<file path="src/sv/assert_macros.svh">
// assertion helpers
`ifndef ASSERT_MACROS_SVH
`define ASSERT_MACROS_SVH
`ifndef SYNTHESIS
`define ASSERT_IMPLIES(label, clk, rst_n, pre, post) \
	label: assert property (@(posedge clk) disable iff (!rst_n) (pre) |-> (post)) \
		else $error("assertion failed");
`define ASSERT_NEXT(label, clk, rst_n, pre, post) \
	label: assert property (@(posedge clk) disable iff (!rst_n) (pre) |=> (post)) \
		else $error("assertion failed");
`else
`define ASSERT_IMPLIES(label, clk, rst_n, pre, post)
`define ASSERT_NEXT(label, clk, rst_n, pre, post)
`endif
`endif

</file>
<file path="src/sv/tls_pkg.sv">
package tls_pkg;
	localparam logic [5:0] KIND_ID     = 6'd0;
	localparam logic [5:0] KIND_STMT   = 6'd10;
	localparam logic [5:0] KIND_NUMBER = 6'd11;
	localparam logic [5:0] KIND_STRING = 6'd12;
	localparam logic [5:0] KIND_EOF    = 6'd49;
	localparam logic [5:0] KIND_NONE   = 6'd63;

	localparam logic [1:0] ST_OK    = 2'd0;
	localparam logic [1:0] ST_CHAR  = 2'd1;
	localparam logic [1:0] ST_STR   = 2'd2;
	localparam logic [1:0] ST_LONG  = 2'd3;

	localparam logic [2:0] MODE_IDLE   = 3'd0;
	localparam logic [2:0] MODE_WORD   = 3'd1;
	localparam logic [2:0] MODE_NUMBER = 3'd2;
	localparam logic [2:0] MODE_STRING = 3'd3;
	localparam logic [2:0] MODE_OPER   = 3'd4;
	localparam logic [2:0] MODE_WAIT   = 3'd5;

	typedef struct packed {
		logic [5:0]  kind;
		logic [15:0] start;
		logic [15:0] length;
		logic [1:0]  status;
		logic        last;
	} tok_t;

	typedef struct packed {
		logic [1:0] count;
		tok_t       t0;
		tok_t       t1;
		tok_t       t2;
	} bundle_t;

	function automatic logic is_alpha(input logic [7:0] b);
		return (b >= 8'h61 && b <= 8'h7a) || (b >= 8'h41 && b <= 8'h5a);
	endfunction

	function automatic logic is_digit(input logic [7:0] b);
		return b >= 8'h30 && b <= 8'h39;
	endfunction

	function automatic logic is_blank(input logic [7:0] b);
		return b == 8'd13 || b == 8'd10 || b == 8'h20 || b == 8'h09;
	endfunction

	function automatic logic [5:0] single_kind(input logic [7:0] c);
		unique case (c)
			"(": return 6'd13; ")": return 6'd14; "{": return 6'd15;
			"}": return 6'd16; "[": return 6'd17; "]": return 6'd18;
			"=": return 6'd19; ":": return 6'd21; ";": return 6'd22;
			".": return 6'd23; ",": return 6'd24; ">": return 6'd25;
			"<": return 6'd28; "+": return 6'd31; "-": return 6'd33;
			"*": return 6'd35; "%": return 6'd37; "/": return 6'd39;
			"!": return 6'd41; "&": return 6'd43; "|": return 6'd46;
			default: return KIND_NONE;
		endcase
	endfunction

	function automatic logic needs_lookahead(input logic [7:0] c);
		return c == "=" || c == ">" || c == "<" || c == "+" || c == "-" || c == "*" ||
			c == "%" || c == "/" || c == "!" || c == "&" || c == "|";
	endfunction

	function automatic logic [5:0] pair_kind(input logic [7:0] a, input logic [7:0] b);
		if (b == "=") begin
			unique case (a)
				"=": return 6'd20; ">": return 6'd26; "<": return 6'd29;
				"+": return 6'd32; "-": return 6'd34; "*": return 6'd36;
				"%": return 6'd38; "/": return 6'd40; "!": return 6'd42;
				"&": return 6'd44; "|": return 6'd47;
				default: return KIND_NONE;
			endcase
		end
		if (a == ">" && b == ">") return 6'd27;
		if (a == "<" && b == "<") return 6'd30;
		if (a == "<" && b == "-") return KIND_STMT;
		if (a == "&" && b == "&") return 6'd45;
		if (a == "|" && b == "|") return 6'd48;
		return KIND_NONE;
	endfunction

	function automatic logic [5:0] word_kind(input logic [39:0] p, input logic [2:0] n);
		unique case (n)
			3'd2: begin
				if (p[15:0] == "fn") return 6'd5;
				if (p[15:0] == "if") return KIND_STMT;
				return KIND_ID;
			end
			3'd3: begin
				if (p[23:0] == "let") return 6'd3;
				if (p[23:0] == "int") return 6'd4;
				if (p[23:0] == "vec") return 6'd6;
				if (p[23:0] == "str") return 6'd7;
				if (p[23:0] == "for") return KIND_STMT;
				return KIND_ID;
			end
			3'd4: begin
				if (p[31:0] == "true") return 6'd1;
				if (p[31:0] == "bool") return 6'd9;
				if (p[31:0] == "loop" || p[31:0] == "else" || p[31:0] == "elif" ||
					p[31:0] == "exit") return KIND_STMT;
				return KIND_ID;
			end
			3'd5: begin
				if (p == "false") return 6'd2;
				if (p == "float") return 6'd8;
				if (p == "while") return KIND_STMT;
				return KIND_ID;
			end
			default: return KIND_ID;
		endcase
	endfunction
endpackage

</file>
<file path="src/sv/tls_stream_if.sv">
interface tls_stream_if #(parameter int W = 8);
	logic         valid;
	logic         ready;
	logic [W-1:0] payload;
	modport source (output valid, output payload, input ready);
	modport sink (input valid, input payload, output ready);
endinterface

</file>
<file path="src/sv/tls_front.sv">
// scanner: one byte per transaction, yields a bundle of up to three tokens
module tls_front #(
	parameter int PW = 16
) (
	input  logic                 clk,
	input  logic                 arst_n,
	input  logic                 in_valid,
	output logic                 in_ready,
	input  logic [7:0]           source_byte,
	input  logic                 end_of_source,
	output logic                 push,
	input  logic                 full,
	output tls_pkg::bundle_t     bundle
);
	import tls_pkg::*;

	logic [2:0]    mode_q;
	logic [7:0]    pend_q;
	logic [PW-1:0] pos_q;
	logic [PW-1:0] tstart_q;
	logic [39:0]   prefix_q;
	logic [2:0]    wlen_q;

	logic [2:0]    mode_d;
	logic [7:0]    pend_d;
	logic [PW-1:0] pos_d;
	logic [PW-1:0] tstart_d;
	logic [39:0]   prefix_d;
	logic [2:0]    wlen_d;
	tok_t          t [3];
	logic [1:0]    n;
	logic          fire;

	assign in_ready = !full;
	assign fire = in_valid && in_ready;

	function automatic tok_t mk(input logic [5:0] k, input logic [PW-1:0] s,
		input logic [PW-1:0] l, input logic [1:0] st);
		tok_t r;
		r.kind = k;
		r.start = 16'(s);
		r.length = (PW > 16 && (l >> 16) != '0) ? 16'hffff : 16'(l);
		r.status = st;
		r.last = 1'b0;
		return r;
	endfunction

	always_comb begin
		logic [7:0] b;
		logic [PW-1:0] p1;
		logic redo;
		b = source_byte;
		mode_d = mode_q; pend_d = pend_q; pos_d = pos_q; tstart_d = tstart_q;
		prefix_d = prefix_q; wlen_d = wlen_q;
		n = 2'd0;
		t[0] = '0; t[1] = '0; t[2] = '0;
		redo = 1'b0;
		p1 = pos_q + 1'b1;
		if (mode_q == MODE_WAIT) begin
			if (b == 8'd0 || end_of_source) begin
				mode_d = MODE_IDLE; pend_d = '0; pos_d = '0; tstart_d = '0;
				prefix_d = '0; wlen_d = '0;
			end
		end else begin
			if (b != 8'd0) begin
				if (pos_q == '1) begin
					t[n] = mk(KIND_EOF, pos_q, '0, ST_LONG); n = n + 1'b1;
					mode_d = MODE_WAIT;
				end else begin
					redo = 1'b1;
					unique case (mode_q)
						MODE_WORD: begin
							if (is_alpha(b) || is_digit(b)) begin
								redo = 1'b0;
								if (wlen_q < 3'd5) begin
									prefix_d = {prefix_q[31:0], b};
									wlen_d = wlen_q + 1'b1;
								end else wlen_d = 3'd6;
							end else begin
								t[n] = mk(word_kind(prefix_q, wlen_q), tstart_q,
									pos_q - tstart_q, ST_OK);
								n = n + 1'b1;
							end
						end
						MODE_NUMBER: begin
							if (is_digit(b) || b == ".") redo = 1'b0;
							else begin
								t[n] = mk(KIND_NUMBER, tstart_q, pos_q - tstart_q, ST_OK);
								n = n + 1'b1;
							end
						end
						MODE_STRING: begin
							redo = 1'b0;
							if (b == "\"") begin
								t[n] = mk(KIND_STRING, tstart_q, pos_q - tstart_q, ST_OK);
								n = n + 1'b1;
								mode_d = MODE_IDLE;
							end
						end
						MODE_OPER: begin
							if (pair_kind(pend_q, b) != KIND_NONE) begin
								t[n] = mk(pair_kind(pend_q, b), tstart_q, PW'(2), ST_OK);
								n = n + 1'b1;
								mode_d = MODE_IDLE;
								redo = 1'b0;
							end else begin
								t[n] = mk(single_kind(pend_q), tstart_q, PW'(1), ST_OK);
								n = n + 1'b1;
							end
						end
						default: ;
					endcase
					if (redo) begin
						mode_d = MODE_IDLE;
						if (is_blank(b)) ;
						else if (is_alpha(b)) begin
							mode_d = MODE_WORD; tstart_d = pos_q;
							prefix_d = {32'd0, b}; wlen_d = 3'd1;
						end else if (is_digit(b)) begin
							mode_d = MODE_NUMBER; tstart_d = pos_q;
						end else if (b == "\"") begin
							mode_d = MODE_STRING; tstart_d = p1;
						end else if (needs_lookahead(b)) begin
							mode_d = MODE_OPER; pend_d = b; tstart_d = pos_q;
						end else if (single_kind(b) != KIND_NONE) begin
							t[n] = mk(single_kind(b), pos_q, PW'(1), ST_OK);
							n = n + 1'b1;
						end else begin
							t[n] = mk(KIND_EOF, pos_q, '0, ST_CHAR);
							n = n + 1'b1;
							mode_d = MODE_WAIT;
						end
					end
					pos_d = p1;
				end
			end
			if (b == 8'd0 || end_of_source) begin
				if (mode_d != MODE_WAIT) begin
					unique case (mode_d)
						MODE_WORD: begin
							t[n] = mk(word_kind(prefix_d, wlen_d), tstart_d,
								pos_d - tstart_d, ST_OK);
							n = n + 1'b1;
						end
						MODE_NUMBER: begin
							t[n] = mk(KIND_NUMBER, tstart_d, pos_d - tstart_d, ST_OK);
							n = n + 1'b1;
						end
						MODE_OPER: begin
							t[n] = mk(single_kind(pend_d), tstart_d, PW'(1), ST_OK);
							n = n + 1'b1;
						end
						default: ;
					endcase
					t[n] = mk(KIND_EOF, pos_d, '0,
						(mode_d == MODE_STRING) ? ST_STR : ST_OK);
					n = n + 1'b1;
				end
				mode_d = MODE_IDLE; pend_d = '0; pos_d = '0; tstart_d = '0;
				prefix_d = '0; wlen_d = '0;
			end
		end
	end

	assign push = fire && n != 2'd0;
	assign bundle = '{count: n, t0: t[0], t1: t[1], t2: t[2]};

	always_ff @(posedge clk or negedge arst_n) begin
		if (!arst_n) begin
			mode_q <= MODE_IDLE; pend_q <= '0; pos_q <= '0; tstart_q <= '0;
			prefix_q <= '0; wlen_q <= '0;
		end else if (fire) begin
			mode_q <= mode_d; pend_q <= pend_d; pos_q <= pos_d; tstart_q <= tstart_d;
			prefix_q <= prefix_d; wlen_q <= wlen_d;
		end
	end
endmodule

</file>
<file path="src/sv/tls_back.sv">
// two-entry bundle queue and token serializer
module tls_back (
	input  logic             clk,
	input  logic             arst_n,
	input  logic             push,
	output logic             full,
	input  tls_pkg::bundle_t bundle,
	output logic             out_valid,
	input  logic             out_ready,
	output tls_pkg::tok_t    token
);
	import tls_pkg::*;

	bundle_t    mem_q [2];
	logic       wp_q, rp_q;
	logic [1:0] cnt_q;
	logic [1:0] idx_q;
	bundle_t    head;
	logic       pop, take;

	assign full = cnt_q == 2'd2;
	assign head = mem_q[rp_q];
	assign out_valid = cnt_q != 2'd0;
	assign take = out_valid && out_ready;
	assign pop = take && (idx_q + 1'b1 == head.count);

	always_comb begin
		unique case (idx_q)
			2'd0: token = head.t0;
			2'd1: token = head.t1;
			default: token = head.t2;
		endcase
		token.last = idx_q + 1'b1 == head.count;
	end

	always_ff @(posedge clk) begin
		if (push) mem_q[wp_q] <= bundle;
	end

	always_ff @(posedge clk or negedge arst_n) begin
		if (!arst_n) begin
			wp_q <= 1'b0; rp_q <= 1'b0; cnt_q <= '0; idx_q <= '0;
		end else begin
			if (push) wp_q <= !wp_q;
			if (pop) rp_q <= !rp_q;
			cnt_q <= cnt_q + {1'b0, push} - {1'b0, pop};
			if (pop) idx_q <= '0;
			else if (take) idx_q <= idx_q + 1'b1;
		end
	end
endmodule

</file>
<file path="src/sv/token_lexer_stream_top.sv">
// channel  dir  payload
// src      in   source_byte, end_of_source
// tok      out  token_kind, token_start, token_length, lex_status, last_of_run
// one source byte per cycle; the scanner updates its state in the cycle a byte
// is accepted and pushes that byte's tokens (up to three) into a two-entry queue.
// the serializer drains one token per cycle while tok is ready.
// reset clears scanner state and queue pointers; src stalls only when queue is full.
`include "assert_macros.svh"
module token_lexer_stream_top #(
	parameter int POSITION_WIDTH = 16
) (
	input logic     clk,
	input logic     arst_n,
	tls_stream_if.sink   src,
	tls_stream_if.source tok
);
	import tls_pkg::*;

	logic    push, full;
	bundle_t bundle;
	tok_t    token;

	tls_front #(.PW(POSITION_WIDTH)) u_front (
		.clk, .arst_n,
		.in_valid(src.valid), .in_ready(src.ready),
		.source_byte(src.payload[8:1]), .end_of_source(src.payload[0]),
		.push, .full, .bundle
	);

	tls_back u_back (
		.clk, .arst_n, .push, .full, .bundle,
		.out_valid(tok.valid), .out_ready(tok.ready), .token
	);

	assign tok.payload = token;

	`ASSERT_IMPLIES(a_no_push_full, clk, arst_n, full, !push)
	`ASSERT_IMPLIES(a_cnt_nonzero, clk, arst_n, push, bundle.count != 2'd0)
	`ASSERT_IMPLIES(a_err_len, clk, arst_n, tok.valid && token.status != ST_OK,
		token.kind == KIND_EOF && token.length == 16'd0)
endmodule

</file>
<file path="src/flat_wrapper.sv">
// flat-port wrapper written by rule: the top's interface ports become plain ports
module token_lexer_stream_top_flat import tls_pkg::*;
#(
	parameter int POSITION_WIDTH = 16
)
  (clk, arst_n, src_valid, src_payload, src_ready, tok_valid, tok_payload, tok_ready);
  tls_stream_if #(.W(9)) src_i ();
  tls_stream_if #(.W(41)) tok_i ();
  input logic clk;
  input logic arst_n;
  input wire logic [$bits(src_i.valid)-1:0] src_valid;
  input wire logic [$bits(src_i.payload)-1:0] src_payload;
  output wire logic [$bits(src_i.ready)-1:0] src_ready;
  output wire logic [$bits(tok_i.valid)-1:0] tok_valid;
  output wire logic [$bits(tok_i.payload)-1:0] tok_payload;
  input wire logic [$bits(tok_i.ready)-1:0] tok_ready;
  assign src_i.valid = src_valid;
  assign src_i.payload = src_payload;
  assign src_ready = src_i.ready;
  assign tok_valid = tok_i.valid;
  assign tok_payload = tok_i.payload;
  assign tok_i.ready = tok_ready;
  token_lexer_stream_top #(.POSITION_WIDTH(POSITION_WIDTH)) u_core (.clk(clk), .arst_n(arst_n), .src(src_i), .tok(tok_i));
endmodule
</file>
<file path="config.mk">
export PLATFORM = sky130hd
export DESIGN_NAME = token_lexer_stream_top_flat
export DESIGN_NICKNAME = d
export VERILOG_FILES = /design/src/sv/tls_pkg.sv /design/src/sv/tls_stream_if.sv /design/src/sv/tls_front.sv /design/src/sv/tls_back.sv /design/src/sv/token_lexer_stream_top.sv /design/src/flat_wrapper.sv
export VERILOG_INCLUDE_DIRS = /design/src /design/src/sv
export SDC_FILE = /design/constraint.sdc
export NUM_CORES = 1
export LEC_CHECK = 0
export BUFFER_PORTS_ARGS = -buffer_cell sky130_fd_sc_hd__buf_2
export CAP_MARGIN = 20
export CORE_UTILIZATION = 35
export DETAILED_ROUTE_END_ITERATION = 8
export GPL_ROUTABILITY_DRIVEN = 1
export GPL_TIMING_DRIVEN = 0
export HOLD_SLACK_MARGIN = 0.05
export SYNTH_ARGS = -nofsm -noshare
export SYNTH_HDL_FRONTEND = slang
export SYNTH_SLANG_ARGS = --single-unit
</file>
<file path="constraint.sdc">
create_clock -name clk -period 11.6 [get_ports clk]
set_input_delay 2.32 -clock clk [delete_from_list [all_inputs] [get_ports clk]]
set_output_delay 2.32 -clock clk [all_outputs]
set_load 0.005 [all_outputs]
</file>
Word level (Yosys, flattened, before mapping)

Memory sizes are Yosys's and may differ from the RTL's.
Cells that the tools add are included.

Reduce and logical (&&, ||, !) cells: 49
Shift-type cells: 0
Bitwise gates (word level): 3
Div/mod/pow operators: 0
Equality and inequality tests: 125
Add/subtract/negate cells: 10
Mux-type cells: 578
Multipliers: 0
Magnitude comparators: 13

Operators by type and width:

| kind                                                  | number |
|---|---|
| 2-to-1 mux 123 bit                                    | 15 |
| 2-to-1 mux 6 bit                                      | 137 |
| bitwise mux 123 bit                                   | 6 |
| 2-to-1 mux 40 bit                                     | 12 |
| equality test 8 x 6 -> 1 bit, second input constant   | 50 |
| equality test 32 x 31 -> 1 bit, second input constant | 12 |
| case mux 6 bit (21 select lines)                      | 3 |
| 2-to-1 mux 41 bit                                     | 9 |
| case mux 123 bit (3 select lines)                     | 1 |
| 2-to-1 mux 1 bit                                      | 304 |
| 2-to-1 mux 16 bit                                     | 17 |
| demux 41 bit (select 2 bit)                           | 3 |
| equality test 24 x 23 -> 1 bit, second input constant | 10 |
| equality test 40 x 39 -> 1 bit, second input constant | 6 |
| case mux 41 bit (4 select lines)                      | 1 |
| equality test 8 x 7 -> 1 bit, second input constant   | 15 |
| 2-to-1 mux 8 bit                                      | 12 |
| 2-to-1 mux 82 bit                                     | 1 |
| case mux 41 bit (2 select lines)                      | 1 |
| 2-to-1 mux 3 bit                                      | 26 |
| 2-to-1 mux 39 bit                                     | 2 |
| case mux 6 bit (11 select lines)                      | 1 |
| equality test 16 x 15 -> 1 bit, second input constant | 4 |
| case mux 6 bit (4 select lines)                       | 2 |
| other kinds (37)                                      | 128 |

Output and inout port bits: 43
Bits in writable memories: 250
ROM bits: 0
Register bits: 92
Memories: 1
Logic and storage cells: 789
Latch bits: 0

Memory list:

| memory              | words | bits a word | read ports | clocked after Yosys merged registers in | wr ports | RTL line       | RTL |
|---|---|---|---|---|---|---|---|
| u_core.u_back.mem_q | 2     | 125         | 1          | 0                                       | 1        | tls_back.sv:14 | `bundle_t mem_q [2];` |

Longest topological paths before layout

Depth in word-level cells: 128
Mapped depth: 26

Modules after synthesis

From an unflattened synthesis, not the netlist that was laid out.

Cell total of the unflattened synthesis: 2309
Area, all modules: 21848.5 sq um

Modules (own cells, without submodules):

| module    | times used | cells an instance | area an instance (sq um) | seq. area each (sq um) |
|---|---|---|---|---|
| tls_front | 1          | 1795              | 12575.8                  | 2152.1 |
| tls_back  | 1          | 514               | 9272.6                   | 7477.2 |

Worst setup path after synthesis

No wires, ideal clock.

Path type: input port to flip-flop
Start: in src_payload[5]
End: mem u_core.u_back.mem_q[0][100] in the netlist's numbering, enable pin
Arrival time: 11.649 ns
Stages on the path: 21
Data required time: 10.983 ns
Setup slack: -0.666 ns
Buffers on the path: 4
Cell sequence: buf_6 -> or4b_4 -> buf_6 -> nor2_4 -> nor4_1 -> a41oi_1 -> o21ai_0 -> nor2_1 -> clkbuf_1 -> inv_1 -> buf_1 -> ha_1 -> o31ai_1 -> a21oi_1 -> ha_1 -> nand2_1 -> o21ai_0 -> ha_1 -> a21oi_1 -> a211oi_2 -> nor2b_1

Longest elaborated chain between the ends: 46

Ends and longest elaborated chain:

| element                                                                      | RTL line                       | RTL |
|---|---|---|
| from (decl)                                                                  | flat_wrapper.sv:12             | `input wire logic [$bits(src_i.payload)-1:0] src_payload;` |
| equality test 8 x 6 -> 1 bit or equality test 8 x 7 -> 1 bit (tied branches) | --                             |  |
| logical AND 1 bit (on tied branches)                                         | tls_pkg.sv:76, tls_pkg.sv:80   |  |
| 2-to-1 mux 6 bit or 2-to-1 mux 1 bit (tied branches) (2 in series)           | tls_pkg.sv:76, tls_pkg.sv:80   |  |
| 2-to-1 mux 6 bit or 2-to-1 mux 1 bit (tied branches)                         | tls_front.sv:71, tls_pkg.sv:79 |  |
| 2-to-1 mux 6 bit or 2-to-1 mux 1 bit (tied branches)                         | tls_front.sv:66, tls_pkg.sv:78 |  |
| 2-to-1 mux 6 bit or 2-to-1 mux 1 bit (tied branches)                         | tls_front.sv:65, tls_pkg.sv:77 |  |
| 2-to-1 mux 6 bit or 2-to-1 mux 1 bit (tied branches)                         | tls_front.sv:59, tls_pkg.sv:76 |  |
| 2-to-1 mux 6 bit or 2-to-1 mux 1 bit (tied branches)                         | tls_pkg.sv:77, tls_front.sv:71 |  |
| (+30 left out)                                                               | --                             |  |
| 2-to-1 mux 2 bit                                                             | tls_front.sv:138               | `if (mode_d != MODE_WAIT) begin` |
| 2-to-1 mux 2 bit *                                                           | tls_front.sv:137               | `if (b == 8'd0 \|\| end_of_source) begin` |
| 2-to-1 mux 2 bit *                                                           | tls_front.sv:59                | `if (mode_q == MODE_WAIT) begin` |
| nonzero test 2 bit *                                                         | tls_front.sv:165               | `assign push = fire && n != 2'd0;` |
| logical AND 1 bit *                                                          | tls_front.sv:165               |  |
| named net u_core.push                                                        | token_lexer_stream_top.sv:19   | `logic push, full;` |
| 2-to-1 mux 1 bit *                                                           | tls_back.sv:37                 | `if (push) mem_q[wp_q] <= bundle;` |
| 2-to-1 mux 1 bit (not written as such) *                                     | tls_back.sv:37                 |  |
| to (decl)                                                                    | tls_back.sv:14                 |  |

Mark *: on every way through the listed nets, which the timed path passes. The rest lies on a longest branch. The select of a mux whose other input is x is not followed.

Final worst setup path

Start: in src_payload[3]
End: mem u_core.u_back.mem_q[0][21] in the netlist's numbering, enable pin

The elaborated chain is that of the path after synthesis.

==> flow_metrics.tcl <==
set metrics [dict create \
    cp-startpoint "src_payload[3]" \
    maxSlewViolCount 0 \
    ys.flop_type "edfxtp_1" \
    cts_tree "built" \
    seq_area_frac_synth_pct 44.3 \
    synth.most_common_cell "nand2_1" \
    power_density_nw_per_um2 278 \
    rr_worst_depth 22 \
    switching_share_pct 46.5 \
    arrival_ns 9.95 \
    r2r-end "u_core.u_back.mem_q[0][21]" \
    async_flop_share_pct 27.5 \
    die_area_um2 62800 \
    internal_power_uw 3630 \
    numCtsBuffers 39 \
    final_antenna_net_count 0 \
    place_congestion 1.04 \
    dp_hpwl_um 66000 \
    cts_resized 0 \
    synth_common_cells "nand2_1 (243), edfxtp_1 (242), nor2_1 (194)" \
    clk_pin_slew_ns 0.06 \
    worst-path-max-fanout 33 \
    busiest_layer "met2" \
    p_sw_uw 3150 \
    yosys.area.top_type "edfxtp_1" \
    postCtsSetupBuffers 0 \
    fmax_mhz 103 \
    comb_power_share_pct 51.9 \
    fin_hold_ws_ns 0.493 \
    worstSkewPairLatency_ns 0.59 \
    skew_ns 0.0303 \
    clkPwrFrac_pct 19.1 \
    vias 20500 \
    drt-pass1-iter-count 6 \
    gr-usage-met3_pct 4.25 \
    grt_pass1_wl_um 130000 \
    power.leakage_uw 0.00856 \
    cts_hold_repair.buffers 0 \
    start_util_pct 35.6 \
    critPathKind "in -> reg" \
    slew_headroom_pct 25.0 \
    wl_per_cell_um 27.0 \
    crit_end "u_core.u_back.mem_q[0][21]" \
    setup-violations-final 0 \
    diodes 0 \
    grt_pass1_vias 19600 \
    cap_violations 0 \
    vdd_drop_max_mv 0.139 \
    use_met2_pct 43.4 \
    clock-root-buffer "clkbuf_16" \
    grtUsageMet1_pct 36.9 \
    instances_no_fill 3262 \
    synth_nets 2411 \
    dp_cells 3192 \
    netlist.area_leader.share_pct 33.6 \
    r2r_start "u_core.u_front.mode_q[1]" \
    startpoint_type "input port" \
    power_frac_seq_pct 29.0 \
    syn_inst 2349 \
    ioPinCount 56 \
    antenna_found_initial 0 \
    clockBufferDepth 3 \
    nets 2513 \
    core_um2 60700 \
    die_h_um 251 \
    fin_util_pct 40.2 \
    syn_area_um2 21600 \
    r2r_slack_ns 3.73 \
    rsz0062_at_grt "no" \
    drive_gt1_share_pct 8.83 \
    tightest_slew_ns 1.12 \
    end_kind "register" \
    synth_seq_cells 334 \
    numPortBuffers 53 \
    grt_max_degree 66 \
    wirelength_um 88100 \
    avgViaCountPerCell 6.28 \
    yosys-top-cells-area "edfxtp_1 (34%), dfrtp_1 (11%), nand2_1 (4.2%), a22o_1 (3.6%), nor2_1 (3.4%)" \
    rows 90 \
    ys_types 106 \
    yosys_warnings 0 \
    min_path_type "reg -> reg" \
    setup_tns_ns 0 \
    drc 0 \
    hold_viol_final 0 \
    overflow 0 \
    fin_crit_sh_pct 83.6 \
    grt_usage_pct 27.4 \
    period_needed_ns 9.70 \
    syn_avg_cell_area_um2 9.20 \
    status "completed" \
    cts.sinks 334 \
    area_growth_pct 12.7 \
    cts_max_level 2 \
    die_w_um 251 \
    first_iter_violations 2461 \
    cp.required_ns 11.85 \
    synth-edff-count 242 \
]
==> state kept, by name (all words and copies together) (netlist names) <==
signal,cells
u_core.u_back.mem_q,242
u_core.u_front.prefix_q,40
u_core.u_front.pos_q,16
u_core.u_front.tstart_q,16
u_core.u_front.pend_q,8
u_core.u_front.mode_q,3
u_core.u_front.wlen_q,3
u_core.u_back.cnt_q,2
u_core.u_back.idx_q,2
u_core.u_back.rp_q,1
u_core.u_back.wp_q,1
==> cell families (layout without fill, tap and decap cells) <==
family | Yosys count | in the layout | share of synthesized area (%)
AND/OR/NAND/NOR | 856 | 856 | 20.1
AO/OA/AOI/OAI | 772 | 772 | 24.8
flip-flops | 334 | 334 | 44.3
buffers and inverters | 273 | 404 | 5.13
XOR/XNOR | 52 | 52 | 2.14
adder cells (fa/ha/maj) | 50 | 50 | 2.95
multiplexers | 12 | 12 | 0.637
==> metal layers <==
metal  up-vias  share of wire [%]  wire length, um
li1       9129                  -                -
met4         0                4.8             4260
met3       180                8.2             7190
met2      1018                 45            40000
met1     10200                 42            36700
met5         -                  0                0
==> metrics by stage <==
step | worst slack, ns | total power, uW | instance area [um^2]
3_3_place_gp | -1.58 | 5410 | 22900
2_1_floorplan | 1.66 | 4030 | 21600
3_5_place_dp | 1.63 | 5430 | 23000
6_report | 1.90 | 6780 | 24400
4_1_cts | 2.21 | 6730 | 24400
5_1_grt | 1.55 | 7070 | 24400
==> worst min path at each step <==
| stage | from | to | slack (ns) | cells past startpoint |
|---|---|---|---|---|
| floorplan | u_core.u_back.idx_q[1] | u_core.u_back.idx_q[1] | 0.45 | 2 |
| global placement | u_core.u_back.idx_q[1] | u_core.u_back.idx_q[1] | 0.47 | 2 |
| detailed placement | u_core.u_back.idx_q[1] | u_core.u_back.idx_q[1] | 0.48 | 2 |
| CTS | u_core.u_back.idx_q[1] | u_core.u_back.idx_q[1] | 0.50 | 2 |
| global route | u_core.u_front.prefix_q[33] | u_core.u_front.prefix_q[33] | 0.53 | 1 |
| finish | u_core.u_back.idx_q[1] | u_core.u_back.idx_q[1] | 0.49 | 2 |
==> power groups by stage <==
stage                     registers, uW  logic, uW  clock network [uW]
after CTS                          1970       3460                1310
final                              1970       3520                1300
after floorplan                    1980       2060                   0
after global placement             2040       3370                   0
after global routing               2000       3720                1360
after detailed placement           1990       3440                   0
==> critical path, stage by stage <==
cell,delay (ns)
buf_2,0.12
buf_2,0.20
buf_1,0.40
o221ai_1,0.20
a32oi_1,0.85
nand3_1,0.64
a221o_1,0.45
o21ai_1,0.27
nand4_1,0.24
or2_0,0.26
clkbuf_1,0.21
o21ai_1,0.25
clkbuf_1,0.57
o21ai_0,0.27
ha_1,0.34
a21oi_1,0.12
a211oi_2,0.49
nor2b_4,0.89
buf_12,0.29
buf_12,0.24
buf_12,0.24
==> cell usage in the layout (no fill, tap or decap), types with 16 or more instances in the layout <==
cell type and count:
a211oi_1 80, a21oi_1 142, a22o_1 88, a22oi_1 62
a31oi_1 60, a32oi_1 21, and2_1 18, and3_1 27
buf_1 18, buf_2 81, clkbuf_1 128, clkbuf_16 39
dfrtp_1 92, edfxtp_1 242, ha_1 47, inv_1 91
nand2_1 243, nand2b_1 26, nand3_1 89, nand4_1 23
nor2_1 194, nor2b_1 26, nor3_1 59, nor4_1 21
o211ai_1 16, o21ai_0 109, o22ai_1 43, or3_1 22
xnor2_1 36
==> area by class of cell <==
| type | count | area [um^2] |
|---|---|---|
| plain buffers | 181 | 764 |
| clock inverters | 28 | 343 |
| well taps | 782 | 978 |
| inverters | 92 | 345 |
| multi-input cells | 1742 | 11000 |
| fillers | 6014 | 36300 |
| repair buffers | 61 | 415 |
| clock buffers | 42 | 1010 |
| flip-flops and latches | 334 | 9570 |
(Power assumes the default switching activity.)
